--- config.mk ---
export PLATFORM = sky130hd
export DESIGN_NAME = seven_segment_frame_serializer
export DESIGN_NICKNAME = d
export VERILOG_FILES = /design/src/rtl/ssfs_pkg.sv /design/src/rtl/seven_segment_frame_serializer.sv /design/src/rtl/ssfs_frame.sv /design/src/rtl/ssfs_shift.sv
export SDC_FILE = /design/constraint.sdc
export NUM_CORES = 1
export LEC_CHECK = 0
export ABC_CLOCK_PERIOD_IN_PS = 18200
export BUFFER_PORTS_ARGS = -buffer_cell sky130_fd_sc_hd__buf_4
export CAP_MARGIN = 20
export CORE_MARGIN = 2
export CORE_UTILIZATION = 35
export CTS_CLUSTER_DIAMETER = 30
export DETAILED_ROUTE_END_ITERATION = 12
export GPL_TIMING_DRIVEN = 0
export PLACE_DENSITY = 0.57
export RECOVER_POWER = 50
export SLEW_MARGIN = 25
export SYNTH_ARGS = -nofsm -noshare
export SYNTH_HDL_FRONTEND = slang
export SYNTH_SLANG_ARGS = --single-unit
--- constraint.sdc ---
create_clock -name clk -period 18.2 [get_ports clk]
set_clock_uncertainty 0.2 [all_clocks]
set_input_delay 3.64 -clock clk [delete_from_list [all_inputs] [get_ports clk]]
set_output_delay 3.64 -clock clk [all_outputs]
set_load 0.03 [all_outputs]
--- src/rtl/ssfs_pkg.sv ---
// ----------------------------------------------------------------------------
// ssfs_pkg
// Shared constants, types and lookup functions for the frame serializer.
// ----------------------------------------------------------------------------
`default_nettype none

package ssfs_pkg;

    localparam int FRAME_BITS = 24;
    localparam int CNT_W      = $clog2(FRAME_BITS + 1);
    localparam int VALUE_W    = 14;
    localparam int POS_W      = 2;
    localparam int OFF_W      = 4;

    localparam logic [VALUE_W-1:0] VALUE_MAX = 14'd9999;
    localparam logic [OFF_W-1:0]   OFF_MAX   = 4'd8;
    localparam logic [3:0]         DIGIT_MAX = 4'd9;

    typedef logic [FRAME_BITS-1:0] frame_t;
    typedef logic [CNT_W-1:0]      cnt_t;

    typedef struct packed {
        logic load;
    } shift_ctrl_t;

    typedef struct packed {
        logic can_load;
    } shift_stat_t;

    // value divided by 10**k, exact for values up to 9999
    function automatic logic [VALUE_W-1:0] div_pow10(input logic [VALUE_W-1:0] v,
                                                     input logic [2:0] k);
        logic [29:0] prod10;
        logic [29:0] prod100;
        logic [29:0] prod1000;
        logic [VALUE_W-1:0] q;
        prod10   = 30'(v) * 30'd52429;
        prod100  = 30'(v) * 30'd5243;
        prod1000 = 30'(v) * 30'd16778;
        case (k)
            3'd0:    q = v;
            3'd1:    q = VALUE_W'(prod10 >> 19);
            3'd2:    q = VALUE_W'(prod100 >> 19);
            3'd3:    q = VALUE_W'(prod1000 >> 24);
            default: q = '0;
        endcase
        return q;
    endfunction

    function automatic logic [7:0] pos_select(input logic [POS_W-1:0] pos);
        logic [7:0] b;
        unique case (pos)
            2'd0: b = 8'hF7;
            2'd1: b = 8'hFB;
            2'd2: b = 8'hFD;
            2'd3: b = 8'hFE;
        endcase
        return b;
    endfunction

    function automatic logic [7:0] seg_pattern(input logic [3:0] d);
        logic [7:0] b;
        unique case (d)
            4'd0:    b = 8'h3F;
            4'd1:    b = 8'h06;
            4'd2:    b = 8'h5B;
            4'd3:    b = 8'h4F;
            4'd4:    b = 8'h66;
            4'd5:    b = 8'h6D;
            4'd6:    b = 8'h7D;
            4'd7:    b = 8'h07;
            4'd8:    b = 8'h7F;
            default: b = 8'h67;
        endcase
        return b;
    endfunction

endpackage

`default_nettype wire

--- src/rtl/seven_segment_frame_serializer.sv ---
// ----------------------------------------------------------------------------
// seven_segment_frame_serializer
// Display frame serializer: one command in, 24 serial beats out.
// ----------------------------------------------------------------------------
// start stores a command in the input register; it then loads the shift register,
// and the first beat strobes after that load; with a command held, frames leave
// with no gap between them; the 24-bit shift register and bit counter pace them
// a held command waits in the input register; busy is high while it waits
// rst_n clears the valid flag and bit counter; data registers are not reset
`default_nettype none

module seven_segment_frame_serializer (
    input  wire logic                         clk,
    input  wire logic                         rst_n,
    input  wire logic                         start,
    output      logic                         busy,
    input  wire logic [ssfs_pkg::VALUE_W-1:0] value,
    input  wire logic [ssfs_pkg::POS_W-1:0]   digit_pos,
    input  wire logic [ssfs_pkg::OFF_W-1:0]   leds_off,
    output      logic                         strobe,
    output      logic                         serial_bit,
    output      logic                         latch_after
);
    import ssfs_pkg::*;

    logic               in_valid_reg;
    logic               in_valid_next;
    logic [VALUE_W-1:0] value_reg;
    logic [POS_W-1:0]   pos_reg;
    logic [OFF_W-1:0]   off_reg;
    logic               accept;
    frame_t             frame;
    shift_ctrl_t        ctrl;
    shift_stat_t        stat;

    assign ctrl.load = in_valid_reg && stat.can_load;
    assign busy      = in_valid_reg && !ctrl.load;
    assign accept    = start && !busy;

    always_comb
    begin
        in_valid_next = in_valid_reg;
        if (accept)
        begin
            in_valid_next = 1'b1;
        end
        else if (ctrl.load)
        begin
            in_valid_next = 1'b0;
        end
    end

    always_ff @(posedge clk or negedge rst_n)
    begin
        if (!rst_n)
        begin
            in_valid_reg <= 1'b0;
        end
        else
        begin
            in_valid_reg <= in_valid_next;
        end
    end

    always_ff @(posedge clk)
    begin
        if (accept)
        begin
            value_reg <= value;
            pos_reg   <= digit_pos;
            off_reg   <= leds_off;
        end
    end

    ssfs_frame u_frame (
        .value     (value_reg),
        .digit_pos (pos_reg),
        .leds_off  (off_reg),
        .frame     (frame)
    );

    ssfs_shift u_shift (
        .clk         (clk),
        .rst_n       (rst_n),
        .frame       (frame),
        .ctrl        (ctrl),
        .stat        (stat),
        .strobe      (strobe),
        .serial_bit  (serial_bit),
        .latch_after (latch_after)
    );

    a_busy_held: assert property (@(posedge clk) disable iff (!rst_n)
        busy |-> in_valid_reg)
        else $error("busy without a held command");

    a_accept_held: assert property (@(posedge clk) disable iff (!rst_n)
        accept |=> in_valid_reg)
        else $error("accepted command lost");

endmodule

`default_nettype wire

--- src/rtl/ssfs_frame.sv ---
// ----------------------------------------------------------------------------
// ssfs_frame
// Builds the 24-bit frame: position select, segment pattern, bargraph byte.
// ----------------------------------------------------------------------------
`default_nettype none

module ssfs_frame (
    input  wire logic [ssfs_pkg::VALUE_W-1:0] value,
    input  wire logic [ssfs_pkg::POS_W-1:0]   digit_pos,
    input  wire logic [ssfs_pkg::OFF_W-1:0]   leds_off,
    output      ssfs_pkg::frame_t             frame
);
    import ssfs_pkg::*;

    logic [VALUE_W-1:0] value_sat;
    logic [OFF_W-1:0]   off_sat;
    logic [2:0]         k_lo;
    logic [2:0]         k_hi;
    logic [VALUE_W-1:0] q;
    logic [VALUE_W-1:0] q10;
    logic [VALUE_W-1:0] digit_wide;
    logic [3:0]         digit;
    logic [15:0]        bar_wide;

    always_comb
    begin
        value_sat  = (value > VALUE_MAX) ? VALUE_MAX : value;
        off_sat    = (leds_off > OFF_MAX) ? OFF_MAX : leds_off;
        k_lo       = {1'b0, digit_pos};
        k_hi       = k_lo + 3'd1;
        q          = div_pow10(value_sat, k_lo);
        q10        = div_pow10(value_sat, k_hi);
        digit_wide = q - (q10 << 3) - (q10 << 1);
        digit      = (digit_wide > VALUE_W'(DIGIT_MAX)) ? DIGIT_MAX : digit_wide[3:0];
        bar_wide   = 16'h00FF << off_sat;
        frame      = {pos_select(digit_pos), seg_pattern(digit), bar_wide[7:0]};
    end

endmodule

`default_nettype wire

--- src/rtl/ssfs_shift.sv ---
// ----------------------------------------------------------------------------
// ssfs_shift
// Frame shift register, msb first, with bit counter and last-bit flag.
// ----------------------------------------------------------------------------
`default_nettype none

module ssfs_shift (
    input  wire logic                  clk,
    input  wire logic                  rst_n,
    input  wire ssfs_pkg::frame_t      frame,
    input  wire ssfs_pkg::shift_ctrl_t ctrl,
    output      ssfs_pkg::shift_stat_t stat,
    output      logic                  strobe,
    output      logic                  serial_bit,
    output      logic                  latch_after
);
    import ssfs_pkg::*;

    frame_t shift_reg;
    frame_t shift_next;
    cnt_t   cnt_reg;
    cnt_t   cnt_next;

    always_comb
    begin
        shift_next = shift_reg;
        cnt_next   = cnt_reg;
        if (ctrl.load)
        begin
            shift_next = frame;
            cnt_next   = CNT_W'(FRAME_BITS);
        end
        else if (cnt_reg != '0)
        begin
            shift_next = {shift_reg[FRAME_BITS-2:0], 1'b0};
            cnt_next   = cnt_reg - 1'b1;
        end
    end

    always_ff @(posedge clk or negedge rst_n)
    begin
        if (!rst_n)
        begin
            cnt_reg <= '0;
        end
        else
        begin
            cnt_reg <= cnt_next;
        end
    end

    always_ff @(posedge clk)
    begin
        shift_reg <= shift_next;
    end

    // free again once the last bit is on the line
    assign stat.can_load = (cnt_reg <= cnt_t'(1));
    assign strobe        = (cnt_reg != '0);
    assign serial_bit    = shift_reg[FRAME_BITS-1];
    assign latch_after   = (cnt_reg == cnt_t'(1));

    a_cnt_range: assert property (@(posedge clk) disable iff (!rst_n)
        cnt_reg <= CNT_W'(FRAME_BITS))
        else $error("bit counter out of range");

    a_load_full: assert property (@(posedge clk) disable iff (!rst_n)
        ctrl.load |=> (cnt_reg == CNT_W'(FRAME_BITS)))
        else $error("frame load did not arm counter");

    a_load_gap: assert property (@(posedge clk) disable iff (!rst_n)
        ctrl.load |-> (cnt_reg <= cnt_t'(1)))
        else $error("frame loaded over an unfinished frame");

    a_no_gap: assert property (@(posedge clk) disable iff (!rst_n)
        (strobe && !latch_after) |=> strobe)
        else $error("frame beats interrupted");

endmodule

`default_nettype wire
==> impl_summary.txt <==
----------------------------------------------------
[Placed design]
  Post-detail-place hpwl ... approximately 25 mm
  Routability-driven placement congestion ratio ... about 0.94
  Number of placed instances with taps included ... between 1,500 and 2,000
  I/O Buffers ... 26

[Synthesis]
  Main combinational cell family by area after synthesis ... adder cells
  Sequential share of the synthesized area ... 0.124
  Multiplexer share of the synthesized area ... 0.0105
  Count of flip-flops with a built-in enable after synthesis ... 44
  Fraction of synthesized cell area taken by the top area cell type ... 0.294
  Post-synthesis simple-gate area fraction ... 0.101
  Synth area leaders ... ha_1, fa_1, edfxtp_1, inv_1, nor2_1
  Post-synthesis instance area ... 11,900 sq um
  Most common library cells after synthesis ... inv_1, ha_1, fa_1
  Syn avg cell area ... 9.44 sq um
  Main flop type after synthesis ... edfxtp_1
  Complex-gate fraction of the synthesized area ... 0.100
  Post-Synth Adder-Cell Area ... 0.532
  Post-synthesis register bit count ... 50
  Share of flip-flops with an asynchronous set or reset ... 0.120
  Cell variety after synth ... 70
  Syn. warnings ... 0
  Dominant cell by count in the synthesized netlist ... inv_1
  Cell count after synthesis ... 1,257
  Cell type with the highest aggregate area in the netlist ... ha_1
  Area share of xor/xnor cells in the synthesized design ... 0.0290

[Clock tree]
  Max Root-Sink Buffers ... 2
  TritonCTS clock tree ... built
  Maximum level of the CTS H-tree ... 2
  Clock root cell ... clkbuf_16
  Post-CTS Setup Inserts ... 0
  CTS resizes ... 0
  Clock-pin transition on the worst setup and hold timing paths ... approximately 60 ps
  Number of hold buffers added after cts ... 0
  Number of buffers inserted during clock tree synthesis ... 5
  Insertion delay of the later-clocked pin in the worst-skew pair ... 290 ps
  Clock sinks ... 50

[Route]
  Count of unresolved DRC violations after routing ... 0
  ANT nets after route ... 0
  Total wire length ... 29.1 mm
  Avg WL per Cell ... 16.7 microns
  DR iter-0 viols ... 406
  Overall via count from detail_route ... 8,663
  Number of vias per cell after detailed routing ... 4.97
  First-pass iteration count of the detailed router ... 5

[Min path]
  Type of the worst min-delay path ... flip-flop to flip-flop

[Global route]
  Total Routing Usage GR ... 0.171
  Largest net degree at the start of global routing ... 25
  Initial antenna violation count ... 0
  Via count of the first global-routing pass ... about 9,100
  Global-route wire length before repair ... between 40 and 50 mm
  Aggregate global routing overflow ... 0

[Floorplanning]
  Horiz. Die Dim ... 188 microns
  Count of standard-cell rows ... 67
  Boundary Pins ... 27
  Starting utilization of the core area ... 0.355
  Core area ... around 33,000 sq um
  Chip Height ... 188 microns
  Die Footprint ... 35,400 sq um

[STA]
  Total negative setup slack ... 0 ps
  Period utilization ... 0.694
  Clock period minus final worst setup slack ... 12,620 ps
  Count of final hold-check violations ... 0
  Worst slew margin relative to its limit ... 0.332
  Maximum clock frequency ... 0.0792 GHz
  Worst slew pin tran ... 999 ps
  Final setup violation count ... 0
  RSZ-0062 raised after global routing ... no
  Final-report max-slew violation count ... 0

[Worst setup path]
  Setup crit start kind ... flip-flop
  Highest net fanout along the worst path ... 9
  Critical Path Max Stage Delay ... 710 ps
  Reg2Reg Setup Slack ... 5580 ps
  Crit path max-delay cell type ... nor2_2
  Crit path arrival time ... 12,450 ps
  CP Data Required Time ... 18,030 ps
  Critical path's top delay family ... compound AO/OA/AOI/OAI gates
  CP Class ... flip-flop to flip-flop
  Worst path buffer plus inverter count ... 4
  Critical Path End Type ... flip-flop

[Layout]
  Proportion of layout cells with a drive suffix above 1 ... 0.0425
  Area Overhead vs Synth ... 7.89%
  Post-route non-filler standard cell count ... 1,742
  Nets@finish ... 1,735
  Diode count ... 0
  Flip-flop count of the largest register after layout ... 24

[Outcome]
  Result of the run ... finished, final reports clean

[Flow run]
  Number of maximum-capacitance constraint violations ... 0

----------------------------------------------------
## worst paths after layout
kind                                             from                     to  depth (start not counted)
worst max-delay path                    value_reg[11]  u_shift.shift_reg[11]                         39
worst min-delay path            u_shift.shift_reg[20]  u_shift.shift_reg[21]                          1
worst max register to register          value_reg[11]  u_shift.shift_reg[11]                         39
worst min register to register  u_shift.shift_reg[20]  u_shift.shift_reg[21]                          1
max in group asynchronous                       rst_n     u_shift.cnt_reg[2]                          1
min in group asynchronous                       rst_n     u_shift.cnt_reg[1]                          1
## layout by cell type, fill, tap and decap left out, types with 3 or more instances in the layout
master,n
inv_1,300
ha_1,279
fa_1,140
nor2_1,64
nand2_1,50
edfxtp_1,44
o21ai_0,40
a21oi_1,38
buf_4,25
nor3_1,23
xnor2_1,21
clkbuf_1,21
nand2b_1,20
a211oi_1,14
a21o_1,14
xor2_1,13
o21a_1,13
nand4_1,12
nand3_1,12
or3_1,11
nor2b_1,10
and2_1,8
o211ai_1,8
mux2i_1,8
or2_2,7
and3_1,6
clkbuf_16,6
dfrtp_1,6
o22a_1,5
conb_1,5
a21boi_0,4
o31ai_1,4
a31oi_1,3
a22oi_1,3
o22ai_1,3
## cells by family (layout without fill, tap and decap cells)
family,Yosys count,after routing
compound gates,175,175
xor+xnor,36,36
flops,50,50
buf+inv,324,358
mux,10,10
other cells,2,5
fa+ha+maj,421,421
simple gates,239,239
## through the flow
step | area, sq um | hold slack (ps) | setup slack [ps] | util
CTS | 12800 | 320 | 5660 | 0.383
global route | 12800 | 340 | 4660 | 0.383
detailed placement | 12600 | 283 | 5690 | 0.378
finish | 12800 | 315 | 5580 | 0.383
floorplan | 11900 | 277 | 7730 | -
global placement | 12600 | 285 | 5350 | 0.378
## per-layer routing
layer | vias up | routed length [microns] | GRT usage
li1 | 4229 | - | -
met1 | 4208 | 13400 | 0.233
met2 | 198 | 13600 | 0.290
met3 | 28 | 1660 | 0.0255
met4 | 0 | 363 | 0.0321
met5 | - | 0 | 0
## final cells by class
| class | count | area, sq um |
|---|---|---|
| repair buffers | 26 | 191 |
| clock buffers | 8 | 168 |
| multi-input cells | 886 | 9190 |
| plain buffers | 22 | 86.3 |
| flip-flops and latches | 50 | 1470 |
| well taps | 448 | 561 |
| inverters | 302 | 1130 |
| fillers | 3388 | 20600 |
Power is not shown: default switching activity piles up to over one toggle a cycle in this logic, so the estimate is an artifact.
